`config.mk`:
```
export PLATFORM = sky130hd
export DESIGN_NAME = glyph_quad_vertex_generator
export DESIGN_NICKNAME = d
export VERILOG_FILES = /design/src/design/gqvg_pkg.sv /design/src/design/glyph_quad_vertex_generator.sv
export SDC_FILE = /design/constraint.sdc
export NUM_CORES = 2
export LEC_CHECK = 0
export BUFFER_PORTS_ARGS = -buffer_cell sky130_fd_sc_hd__buf_2
export CORE_MARGIN = 5
export CORE_UTILIZATION = 45
export DETAILED_ROUTE_END_ITERATION = 10
export GPL_ROUTABILITY_DRIVEN = 0
export SLEW_MARGIN = 40
export SYNTH_ARGS = -nofsm -noshare
export SYNTH_HDL_FRONTEND = slang
export SYNTH_SLANG_ARGS = --single-unit
```
`constraint.sdc`:
```
create_clock -name clock -period 7.05 [get_ports clock]
set_input_delay 0.3525 -clock clock [delete_from_list [all_inputs] [get_ports clock]]
set_output_delay 0.3525 -clock clock [all_outputs]
set_load 0.005 [all_outputs]
```
`src/design/gqvg_pkg.sv`:
```
// ----------------------------------------------------------------------------
// gqvg_pkg
// Types and constants shared by the glyph quad vertex generator.
// ----------------------------------------------------------------------------
package gqvg_pkg;

   // Request kinds carried in req_tuser
   typedef enum logic [1:0] {
      REQ_LOAD  = 2'd0,
      REQ_START = 2'd1,
      REQ_CHAR  = 2'd2,
      REQ_QUERY = 2'd3
   } req_kind_type;

   // Register select (byte address bit 2)
   localparam logic CSR_SPACE_WIDTH = 1'b0;
   localparam logic CSR_FONT_HEIGHT = 1'b1;

   // Character codes
   localparam logic [7:0] CHAR_BASE  = 8'd32;
   localparam logic [7:0] CHAR_SPACE = 8'd32;
   localparam logic [7:0] CHAR_FIRST = 8'd33;
   localparam logic [7:0] CHAR_LAST  = 8'd126;

   // Register reset values
   localparam logic [7:0] SPACE_WIDTH_RESET = 8'd3;
   localparam logic [7:0] FONT_HEIGHT_RESET = 8'd16;

   // Vertex order per quad: TL, BR, BL, TL, TR, BR (bit i is vertex i)
   localparam logic [5:0] VTX_RIGHT_MASK  = 6'b110010;
   localparam logic [5:0] VTX_BOTTOM_MASK = 6'b100110;
   localparam logic [2:0] VTX_LAST        = 3'd5;

   // One glyph table entry
   typedef struct packed {
      logic [7:0]  width;
      logic [15:0] right_u;
      logic [15:0] left_u;
   } glyph_entry_type;

endpackage

```
`src/design/glyph_quad_vertex_generator.sv`:
```
// ----------------------------------------------------------------------------
// glyph_quad_vertex_generator
// Turns a character stream into six textured vertices per printable glyph.
// ----------------------------------------------------------------------------
// A drawn character (codes 33..126) produces six vertices, one per cycle on
// the result channel while rsp_tready is high; a following character waits
// for the last vertex to be taken, as there is a single result port. Loads,
// starts, spaces and ignored codes pass the emitter while it is busy; a
// length query yields one result. Items go through an input register, where
// the glyph table is written (loads) or read with registered data
// (characters), and then into the vertex emitter, which owns the pen, line
// top and running length. The glyph table needs no clearing after reset;
// drawing an entry never loaded returns unspecified u and width values.
module glyph_quad_vertex_generator #(
   parameter int GLYPH_COUNT = 95
) (
   input  logic         clock,
   input  logic         reset,
   // Request channel
   input  logic         req_tvalid,
   output logic         req_tready,
   // tdata: glyph_index[6:0], glyph_left_u[22:7], glyph_right_u[38:23],
   //        glyph_width[46:39], char_code[54:47], start_x[70:55],
   //        start_y[86:71], zero[87]
   input  logic [87:0]  req_tdata,
   // tuser: req_type[1:0]
   input  logic [1:0]   req_tuser,
   // Response channel
   output logic         rsp_tvalid,
   input  logic         rsp_tready,
   // tdata: vertex_x[15:0], vertex_y[31:16], tex_u[47:32], tex_v[48],
   //        pixel_length[64:49], zero[71:65]
   output logic [71:0]  rsp_tdata,
   output logic         rsp_tlast,
   // Register port
   input  logic         csr_psel,
   input  logic         csr_penable,
   input  logic         csr_pwrite,
   input  logic [2:0]   csr_paddr,
   input  logic [31:0]  csr_pwdata,
   output logic [31:0]  csr_prdata,
   output logic         csr_pready
);

   localparam int AW = (GLYPH_COUNT > 1) ? $clog2(GLYPH_COUNT) : 1;
   localparam int EW = (AW > 7) ? AW : 7;

   // Request fields
   logic [6:0]  in_glyph_index;
   logic [15:0] in_left_u;
   logic [15:0] in_right_u;
   logic [7:0]  in_width;
   logic [7:0]  in_char_code;
   logic [15:0] in_start_x;
   logic [15:0] in_start_y;

   assign in_glyph_index = req_tdata[6:0];
   assign in_left_u      = req_tdata[22:7];
   assign in_right_u     = req_tdata[38:23];
   assign in_width       = req_tdata[46:39];
   assign in_char_code   = req_tdata[54:47];
   assign in_start_x     = req_tdata[70:55];
   assign in_start_y     = req_tdata[86:71];

   // Configuration registers
   logic [7:0] space_width_ff;
   logic [7:0] font_height_ff;
   logic       csr_write;

   assign csr_pready = 1'b1;
   assign csr_write  = csr_psel && csr_penable && csr_pwrite && csr_pready;

   always_ff @(posedge clock) begin
      if (reset) begin
         space_width_ff <= gqvg_pkg::SPACE_WIDTH_RESET;
         font_height_ff <= gqvg_pkg::FONT_HEIGHT_RESET;
      end else if (csr_write) begin
         unique case (csr_paddr[2])
            gqvg_pkg::CSR_SPACE_WIDTH: space_width_ff <= csr_pwdata[7:0];
            gqvg_pkg::CSR_FONT_HEIGHT: font_height_ff <= csr_pwdata[7:0];
            default: ;
         endcase
      end
   end

   // Read back the selected register
   always_comb begin
      unique case (csr_paddr[2])
         gqvg_pkg::CSR_SPACE_WIDTH: csr_prdata = {24'd0, space_width_ff};
         gqvg_pkg::CSR_FONT_HEIGHT: csr_prdata = {24'd0, font_height_ff};
         default:                   csr_prdata = 32'd0;
      endcase
   end

   // Input register stage
   logic                   s1_valid_ff;
   gqvg_pkg::req_kind_type s1_kind_ff;
   logic [7:0]             s1_code_ff;
   logic [15:0]            s1_start_x_ff;
   logic [15:0]            s1_start_y_ff;
   logic                   s1_emits;
   logic                   s1_printable;
   logic                   s1_adv;
   logic                   req_accept;

   // Glyph table
   gqvg_pkg::glyph_entry_type glyph_mem [GLYPH_COUNT];
   gqvg_pkg::glyph_entry_type glyph_rd_ff;
   logic [EW-1:0]             load_idx_ext;
   logic [EW-1:0]             char_idx_ext;
   logic [7:0]                char_idx;
   logic                      load_in_range;

   assign load_idx_ext  = EW'(in_glyph_index);
   assign char_idx      = in_char_code - gqvg_pkg::CHAR_BASE;
   assign char_idx_ext  = EW'(char_idx[6:0]);
   assign load_in_range = 32'(in_glyph_index) < GLYPH_COUNT;

   // Write loads and read characters at acceptance
   always_ff @(posedge clock) begin
      if (req_accept) begin
         if (gqvg_pkg::req_kind_type'(req_tuser) == gqvg_pkg::REQ_LOAD && load_in_range) begin
            glyph_mem[load_idx_ext[AW-1:0]] <= '{width:   in_width,
                                                 right_u: in_right_u,
                                                 left_u:  in_left_u};
         end
         glyph_rd_ff <= glyph_mem[char_idx_ext[AW-1:0]];
      end
   end

   // Emitter state
   logic        em_valid_ff;
   logic        em_query_ff;
   logic [2:0]  em_cnt_ff;
   logic [15:0] em_xl_ff;
   logic [15:0] em_xr_ff;
   logic [15:0] em_yt_ff;
   logic [15:0] em_yb_ff;
   logic [15:0] em_lu_ff;
   logic [15:0] em_ru_ff;
   logic [15:0] em_len_ff;
   logic        em_last;
   logic        rsp_done;

   // Drawing state
   logic [15:0] pen_x_ff;
   logic [15:0] pen_x_in;
   logic [15:0] line_top_ff;
   logic [15:0] line_top_in;
   logic [15:0] adv_total_ff;
   logic [15:0] adv_total_in;
   logic [15:0] glyph_step;

   assign em_last  = em_query_ff || (em_cnt_ff == gqvg_pkg::VTX_LAST);
   assign rsp_done = em_valid_ff && rsp_tready && em_last;

   // Classify the held item
   assign s1_printable = (s1_code_ff >= gqvg_pkg::CHAR_FIRST)
                      && (s1_code_ff <= gqvg_pkg::CHAR_LAST)
                      && ((32'(s1_code_ff) - 32'(gqvg_pkg::CHAR_BASE)) < GLYPH_COUNT);
   assign s1_emits = (s1_kind_ff == gqvg_pkg::REQ_QUERY)
                  || (s1_kind_ff == gqvg_pkg::REQ_CHAR && s1_printable);

   // Items without results never wait for the emitter
   assign s1_adv     = s1_valid_ff && (!s1_emits || !em_valid_ff || rsp_done);
   assign req_tready = !s1_valid_ff || s1_adv;
   assign req_accept = req_tvalid && req_tready;

   always_ff @(posedge clock) begin
      if (reset) begin
         s1_valid_ff <= 1'b0;
      end else if (req_accept) begin
         s1_valid_ff <= 1'b1;
      end else if (s1_adv) begin
         s1_valid_ff <= 1'b0;
      end
   end

   always_ff @(posedge clock) begin
      if (req_accept) begin
         s1_kind_ff    <= gqvg_pkg::req_kind_type'(req_tuser);
         s1_code_ff    <= in_char_code;
         s1_start_x_ff <= in_start_x;
         s1_start_y_ff <= in_start_y;
      end
   end

   // Next pen, line top and running length
   assign glyph_step = 16'(glyph_rd_ff.width) + 16'd1;

   always_comb begin
      pen_x_in     = pen_x_ff;
      line_top_in  = line_top_ff;
      adv_total_in = adv_total_ff;
      if (s1_adv) begin
         unique case (s1_kind_ff)
            gqvg_pkg::REQ_START: begin
               pen_x_in     = s1_start_x_ff;
               line_top_in  = s1_start_y_ff;
               adv_total_in = 16'd0;
            end
            gqvg_pkg::REQ_CHAR: begin
               if (s1_code_ff == gqvg_pkg::CHAR_SPACE) begin
                  pen_x_in     = pen_x_ff + 16'(space_width_ff);
                  adv_total_in = adv_total_ff + 16'(space_width_ff);
               end else if (s1_printable) begin
                  pen_x_in     = pen_x_ff + glyph_step;
                  adv_total_in = adv_total_ff + glyph_step;
               end
            end
            gqvg_pkg::REQ_LOAD, gqvg_pkg::REQ_QUERY: ;
            default: ;
         endcase
      end
   end

   always_ff @(posedge clock) begin
      if (reset) begin
         pen_x_ff     <= 16'd0;
         line_top_ff  <= 16'd0;
         adv_total_ff <= 16'd0;
      end else begin
         pen_x_ff     <= pen_x_in;
         line_top_ff  <= line_top_in;
         adv_total_ff <= adv_total_in;
      end
   end

   // Emitter control: load a new quad or query, step vertices, drain
   always_ff @(posedge clock) begin
      if (reset) begin
         em_valid_ff <= 1'b0;
         em_cnt_ff   <= 3'd0;
      end else if (s1_adv && s1_emits) begin
         em_valid_ff <= 1'b1;
         em_cnt_ff   <= 3'd0;
      end else if (rsp_done) begin
         em_valid_ff <= 1'b0;
      end else if (em_valid_ff && rsp_tready) begin
         em_cnt_ff <= em_cnt_ff + 3'd1;
      end
   end

   // Capture quad corners and texture u for the new item
   always_ff @(posedge clock) begin
      if (s1_adv && s1_emits) begin
         em_query_ff <= (s1_kind_ff == gqvg_pkg::REQ_QUERY);
         em_len_ff   <= adv_total_ff;
         em_xl_ff    <= pen_x_ff;
         em_xr_ff    <= pen_x_ff + 16'(glyph_rd_ff.width);
         em_yt_ff    <= line_top_ff;
         em_yb_ff    <= line_top_ff - 16'(font_height_ff);
         em_lu_ff    <= glyph_rd_ff.left_u;
         em_ru_ff    <= glyph_rd_ff.right_u;
      end
   end

   // Select the current vertex
   logic        vtx_right;
   logic        vtx_bottom;
   logic [15:0] out_x;
   logic [15:0] out_y;
   logic [15:0] out_u;
   logic        out_v;
   logic [15:0] out_len;

   assign vtx_right  = gqvg_pkg::VTX_RIGHT_MASK[em_cnt_ff];
   assign vtx_bottom = gqvg_pkg::VTX_BOTTOM_MASK[em_cnt_ff];

   always_comb begin
      if (em_query_ff) begin
         out_x   = 16'd0;
         out_y   = 16'd0;
         out_u   = 16'd0;
         out_v   = 1'b0;
         out_len = em_len_ff;
      end else begin
         out_x   = vtx_right  ? em_xr_ff : em_xl_ff;
         out_y   = vtx_bottom ? em_yb_ff : em_yt_ff;
         out_u   = vtx_right  ? em_ru_ff : em_lu_ff;
         out_v   = vtx_bottom;
         out_len = 16'd0;
      end
   end

   assign rsp_tvalid = em_valid_ff;
   assign rsp_tlast  = em_last;
   assign rsp_tdata  = {7'd0, out_len, out_v, out_u, out_y, out_x};

   // Checks
   a_cnt_range: assert property (@(posedge clock) disable iff (reset)
      em_cnt_ff <= gqvg_pkg::VTX_LAST)
      else $error("vertex counter past last vertex");

   a_query_single: assert property (@(posedge clock) disable iff (reset)
      (em_valid_ff && em_query_ff) |-> (em_cnt_ff == 3'd0))
      else $error("query result stepped beyond one transaction");

   a_reset_empty: assert property (@(posedge clock)
      (!reset && $past(reset)) |-> (!s1_valid_ff && !em_valid_ff))
      else $error("pipeline not empty after reset");

   a_emit_waits: assert property (@(posedge clock) disable iff (reset)
      (s1_adv && s1_emits && em_valid_ff) |-> rsp_done)
      else $error("new result loaded over an unfinished transaction");

endmodule
```
Yosys cells after proc, flatten, opt, wreduce, memory -nomap -nowiden:

Memories as Yosys holds them, arrays and structs flattened. A register that Yosys moved wholly into a read port is not among the register bits.
Index checks and enable logic that the tools add are counted.

* add/sub/neg operators: 10
* order comparisons: 5
* equality and inequality tests: 6
* mux-type cells: 28
* bitwise gates (word level): 2
* reduce and logical (&&, ||, !) cells: 29

Operator list (number)
* two-way mux 16 bit: 11
* case mux 16 bit (2 select lines): 2
* case mux 32 bit (2 select lines): 1
* adder 16 x 8 -> 16 bit: 3
* adder 16 x 9 -> 16 bit: 2
* less-than comparator 32 x 7 -> 1 bit, second input constant: 1
* subtractor 16 x 8 -> 16 bit: 1
* two-way mux 3 bit: 4
* logical AND 1 bit: 11
* two-way mux 1 bit: 10
* adder 8 x 1 -> 9 bit, second input constant: 1
* subtractor 8 x 6 -> 9 bit, second input constant: 1
* == test 8 x 6 -> 1 bit, second input constant: 1
* >= comparator 8 x 6 -> 1 bit, second input constant: 1
* <= comparator 8 x 7 -> 1 bit, second input constant: 1
* AND reduction 2 bit: 4
* less-than comparator 7 bit, second input constant: 1
* subtractor 7 x 6 -> 7 bit, second input constant: 1
* nonzero test 2 bit: 3
* logical OR 1 bit: 5
* == test 2 bit, second input constant: 2
* less-than comparator 3 x 4 -> 1 bit, second input constant: 1
* adder 3 x 1 -> 3 bit, second input constant: 1
* == test 3 bit, second input constant: 1
* other kinds (7): 10

* register bits after elaboration: 224
* bits in writable memories: 3800
* memory bits (read-only): 16
* input bits: 132
* output and inout port bits: 108
* memories: 3

Memories
* glyph_mem: depth 95, width 40, read ports 1, clocked after Yosys merged registers in 1, wr ports 1, line glyph_quad_vertex_generator.sv:107 `gqvg_pkg::glyph_entry_type glyph_mem [GLYPH_COUNT];`
* (no name shown): depth 8, width 1, read ports 1, clocked after Yosys merged registers in 1, wr ports 0, line glyph_quad_vertex_generator.sv:268 `assign vtx_bottom = gqvg_pkg::VTX_BOTTOM_MASK[em_cnt_ff];`
* (no name shown): depth 8, width 1, read ports 1, clocked after Yosys merged registers in 1, wr ports 0, line glyph_quad_vertex_generator.sv:267 `assign vtx_right = gqvg_pkg::VTX_RIGHT_MASK[em_cnt_ff];`

Longest topological paths before layout:

* depth in word-level cells: 13
* mapped depth: 14
* gate-level depth less buffers: 14

Worst setup path after synthesis:

OpenSTA, ideal clock, no wires.

* path type: reg-to-reg
* start point: register s1_code_ff[5]
* end point: register vtx_bottom (netlist name)
* setup time: 0.102 ns
* arrival: 7.405 ns
* path slack: -0.457 ns
* stages on the path, launching flop included: 12
* cells stage by stage: edfxtp_1 inv_1 ha_1 a211oi_1 o31ai_1 a21oi_1 nor2_1 a2111oi_0 inv_1 ha_1 a211o_1 o221ai_1

RTL lines
* start, declared: line glyph_quad_vertex_generator.sv:98 `logic [7:0] s1_code_ff;`
* start signal, assigned: line glyph_quad_vertex_generator.sv:182 `s1_code_ff <= in_char_code;`

Final worst setup path:

* start point: register s1_code_ff[5]
* end point: memory glyph_mem[19][25] (netlist bit), enable pin

* cells in the longest elaborated chain, start to end: 13
* elaborated cells between the ends (all ways): 16

Ends and longest elaborated chain
* subtractor 8 x 6 -> 9 bit (tied with other cells): line glyph_quad_vertex_generator.sv:160 `&& ((32'(s1_code_ff) - 32'(gqvg_pkg::CHAR_BASE)) < GLYPH_COUNT);`
* less-than comparator 32 x 7 -> 1 bit / logical AND 1 bit (equally long branches): line glyph_quad_vertex_generator.sv:160, glyph_quad_vertex_generator.sv:159
* logical AND 1 bit *: line glyph_quad_vertex_generator.sv:160
* logical AND 1 bit *: line glyph_quad_vertex_generator.sv:162 `|| (s1_kind_ff == gqvg_pkg::REQ_CHAR && s1_printable);`
* logical OR 1 bit *: line glyph_quad_vertex_generator.sv:162
* zero test 1 bit *: line glyph_quad_vertex_generator.sv:165 `assign s1_adv = s1_valid_ff && (!s1_emits || !em_valid_ff || rsp_done);`
* logical OR 1 bit * (2 in series): line glyph_quad_vertex_generator.sv:165
* logical AND 1 bit *: line glyph_quad_vertex_generator.sv:165
* logical OR 1 bit *: line glyph_quad_vertex_generator.sv:166 `assign req_tready = !s1_valid_ff || s1_adv;`
* logical AND 1 bit *: line glyph_quad_vertex_generator.sv:167 `assign req_accept = req_tvalid && req_tready;`
* two-way mux 1 bit *: line glyph_quad_vertex_generator.sv:121 `if (req_accept) begin`
* two-way mux 1 bit (not written as such) *: line glyph_quad_vertex_generator.sv:123 `glyph_mem[load_idx_ext[AW-1:0]] <= '{width: in_width,`
* end, declared: line glyph_quad_vertex_generator.sv:107

Every way passes the cells marked *; elsewhere a longest branch is shown, timed or not.

==> impl_metrics.json <==
{
  "outcome": "complete, but fails checks",
  "violations": "negative hold slack",
  "r2r_cells": 12,
  "fin_crit_ns": 4.92,
  "critical_path_required_ns": 7.61,
  "cellPowerDensity_nw_per_um2": 278,
  "core_um2": 346000,
  "yosysUniqueCellTypes": 68,
  "stdcell_count": 12400,
  "ant_nets": 0,
  "synth_edf_count": 3995,
  "pin_count": 240,
  "dp_hpwl_um": 237000,
  "ys_ff_latch": 4066,
  "cts_made_buffers": 410,
  "avgSynthCellArea_um2": 23.1,
  "vias": 74400,
  "drive_gt1_share_pct": 30.2,
  "placed_cells": 11500,
  "clockBufferDepth": 4,
  "startpoint_type": "register",
  "final_area_um2": 180000,
  "min_path_cells": 2,
  "cts_tree": "done",
  "min_from": "req_tdata[15]",
  "drt-pass1-iter-count": 6,
  "multiInputGateArea_um2": 34200,
  "final_hold_viol_count": 1,
  "r2r_slack_ns": 2.13,
  "crit_chain": "inv_1 -> ha_1 -> o21a_1 -> o311ai_0 -> o31ai_1 -> a21oi_1 -> o31a_2 -> buf_4 -> nand4b_1 -> buf_4 -> nor2_4 -> buf_4",
  "design.die.area_um2": 360000,
  "grtUsageTotal_pct": 22.4,
  "whs_ns": -0.00304,
  "crit_path_end_kind": "register",
  "antenna_found_initial": 33,
  "min_delay_worst_endpoint": "glyph_mem[3][8]",
  "placement.cell_area_um2": 166000,
  "synthArstFlopShare_pct": 0,
  "crit_type": "reg2reg",
  "crit_top_cell": "buf_4",
  "slew_headroom_pct": 35.4,
  "slew_violations": 0,
  "routed_wl_um": 404000,
  "fillers": 26400,
  "finalSetupViolations": 0,
  "yosysSeqAreaShare_pct": 77.6,
  "peakVddDrop_v": 0.000226,
  "initial_core_util_pct": 45.2,
  "root_buffer": "clkbuf_16",
  "cpPeakStageDelay_ns": 0.72,
  "rsz0062_at_grt": "false",
  "p_total_mw": 50.1,
  "numClockSinks": 4066,
  "final_util_pct": 52.1,
  "wl_per_cell_um": 32.7,
  "drtIter0Drc": 9301,
  "synth.cell_area_um2": 156000,
  "worstSetupPathDepth": 12,
  "via_per_inst": 6.02,
  "htreeDepth": 5,
  "drc_errors": 0,
  "grt_pass1_wl_um": 574000,
  "synth_top_flop_cell": "edfxtp_1",
  "syn_to_final_growth_pct": 15.2,
  "synthCells": 6780,
  "tightestPinTransition_ns": 0.965,
  "dp_slack_ns": 2.09,
  "r2r_end": "glyph_mem[19][25]",
  "die_w_um": 600,
  "min_path_type": "in2reg",
  "worst_clock_skew_ns": 0.0474,
  "grt_overflow": 0,
  "io_buffers": 180,
  "setup_ws_ns": 2.13,
  "insertion_delay_ns": 0.96,
  "finalCritPeriodShare_pct": 69.7,
  "cp_top_family": "buffers and inverters",
  "grt_max_degree": 131,
  "cp_max_fo": 40,
  "slowest_stage": "nor2_4",
  "ys_warn_count": 0,
  "finalSetupTns_ns": 0,
  "fp.dieH_um": 600,
  "regToRegStartpoint": "s1_code_ff[5]",
  "regArea_um2": 121000,
  "cts.reportedPaths.clkPinSlew_ns": 0.06,
  "cts_resized": 0,
  "path_buf_inv": 4,
  "row_count": 216,
  "cp.arrival_ns": 5.47,
  "fmax_mhz": 203,
  "p_leak_nw": 56.5,
  "maxCapViolCount": 0,
  "grt_pass1_vias": 75800,
  "nets": 7621
}
cells by family after synthesis:
family / after synthesis / synth area share (%)
AO/OA/AOI/OAI: 332 / 1.42
XOR/XNOR: 47 / 0.263
AND/OR/NAND/NOR: 534 / 1.53
other: 2 / 0.00480
multiplexers: 1324 / 17.6
adder cells (fa/ha/maj): 47 / 0.395
buffers and inverters: 428 / 1.18
flip-flops: 4066 / 77.6
repair_timing:
item / in CTS / in global routing
hold buffers: 90 / 1
buffers inserted: 0 / 0
hold endpoints to repair: 849 / 39
final cells by class:
cell class | instances | share of cell area, %
Multi-Input combinational cell | 2316 | 19.0
Clock buffer | 514 | 5.99
Clock inverter | 230 | 1.08
Timing Repair Buffer | 607 | 3.34
Sequential cell | 4066 | 67.3
Antenna cell | 9 | 0.0125
Inverter | 41 | 0.0882
Tap cell | 4578 | 3.18
layer usage:
metal  vias up  wire length (um)  GRT usage (%)
li1      30200                 -              -
met1     40600            163000           31.6
met2      2951            198000           36.6
met3       630             30300           3.68
met4         0             12500           6.35
met5         -                 0              0
where the power goes:
group | total [mW] | internal, mW | switching (mW) | leakage, nW
combinational | 2.51 | 0.968 | 1.55 | 13.7
clock | 20.9 | 11.8 | 9.06 | 6.23
sequential | 26.7 | 26.6 | 0.0525 | 36.6
total | 50.1 | 39.4 | 10.7 | 56.5
worst max-delay path by stage:
| stage | from | end | slack (ns) |
|---|---|---|---|
| after floorplan | s1_code_ff[5] | glyph_mem[30][0] | 0.11 |
| after global placement | s1_code_ff[5] | glyph_mem[5][16] | 1.95 |
| after detailed placement | s1_code_ff[5] | glyph_mem[43][26] | 2.09 |
| after CTS | s1_code_ff[5] | glyph_mem[43][24] | 2.08 |
| after global routing | s1_code_ff[5] | glyph_mem[43][36] | 1.83 |
| final | s1_code_ff[5] | glyph_mem[19][25] | 2.13 |
cell usage after synthesis, types with 29 or more instances:
cell / instances / area share, %
edfxtp_1: 3995 / 77
mux4_2: 1144 / 16
nor2_1: 224 / 0.54
clkbuf_1: 194 / 0.47
mux2i_1: 166 / 1.1
nand2_1: 140 / 0.34
buf_2: 83 / 0.27
o21ai_0: 81 / 0.26
buf_1: 75 / 0.18
dfxtp_1: 71 / 0.91
a21oi_1: 59 / 0.19
ha_1: 43 / 0.34
inv_1: 39 / 0.094
nand3_1: 37 / 0.12
buf_4: 35 / 0.17
a211oi_1: 30 / 0.14
xnor2_1: 29 / 0.16
cell usage in the layout (no fill, tap or decap), types with 13 or more instances in the layout:
cell type / netlist / final
a211oi_1: 30 / 27
a21oi_1: 59 / 58
a22oi_1: 20 / 20
a32oi_1: 23 / 23
and2_1: 23 / 23
buf_12: 0 / 27
buf_16: 0 / 46
buf_2: 83 / 158
buf_4: 35 / 208
buf_6: 0 / 50
buf_8: 0 / 25
bufinv_16: 0 / 26
clkbuf_1: 194 / 95
clkbuf_16: 0 / 415
clkinv_1: 2 / 112
clkinv_2: 0 / 65
conb_1: 2 / 32
dfxtp_1: 71 / 69
dlygate4sd3_1: 0 / 91
edfxtp_1: 3995 / 3995
ha_1: 43 / 43
inv_1: 39 / 38
mux2_2: 13 / 13
mux2i_1: 166 / 154
mux2i_2: 1 / 13
mux4_2: 1144 / 1144
nand2_1: 140 / 140
nand3_1: 37 / 37
nor2_1: 224 / 122
nor2_4: 0 / 97
nor2b_1: 18 / 14
nor3_1: 26 / 26
o211ai_1: 25 / 25
o21ai_0: 81 / 80
xnor2_1: 29 / 29
xor2_1: 18 / 18
sequential cells by signal, summed over array words and instances (netlist names), 2 cells and up:
register / count
space_width_ff: 8
s1_start_x_ff: 16
em_ru_ff: 16
adv_total_ff: 16
glyph_mem: 3800
pen_x_ff: 16
em_len_ff: 16
em_lu_ff: 16
s1_start_y_ff: 16
em_xl_ff: 16
em_xr_ff: 16
s1_code_ff: 8
font_height_ff: 8
em_cnt_ff: 3
s1_kind_ff: 2
em_yt_ff: 16
line_top_ff: 16
em_yb_ff: 16
glyph_rd_ff: 40
worst register-to-register path, cell delays in order (launching register included):
cell and delay, ns:
edfxtp_1 0.40, inv_1 0.08, ha_1 0.31, o21a_1 0.17, o311ai_0 0.09, o31ai_1 0.18, a21oi_1 0.54, o31a_2 0.35
buf_4 0.57, nand4b_1 0.18, buf_4 0.30, nor2_4 0.75, buf_4 0.58
Note: power is estimated with default switching activity, not from simulation.
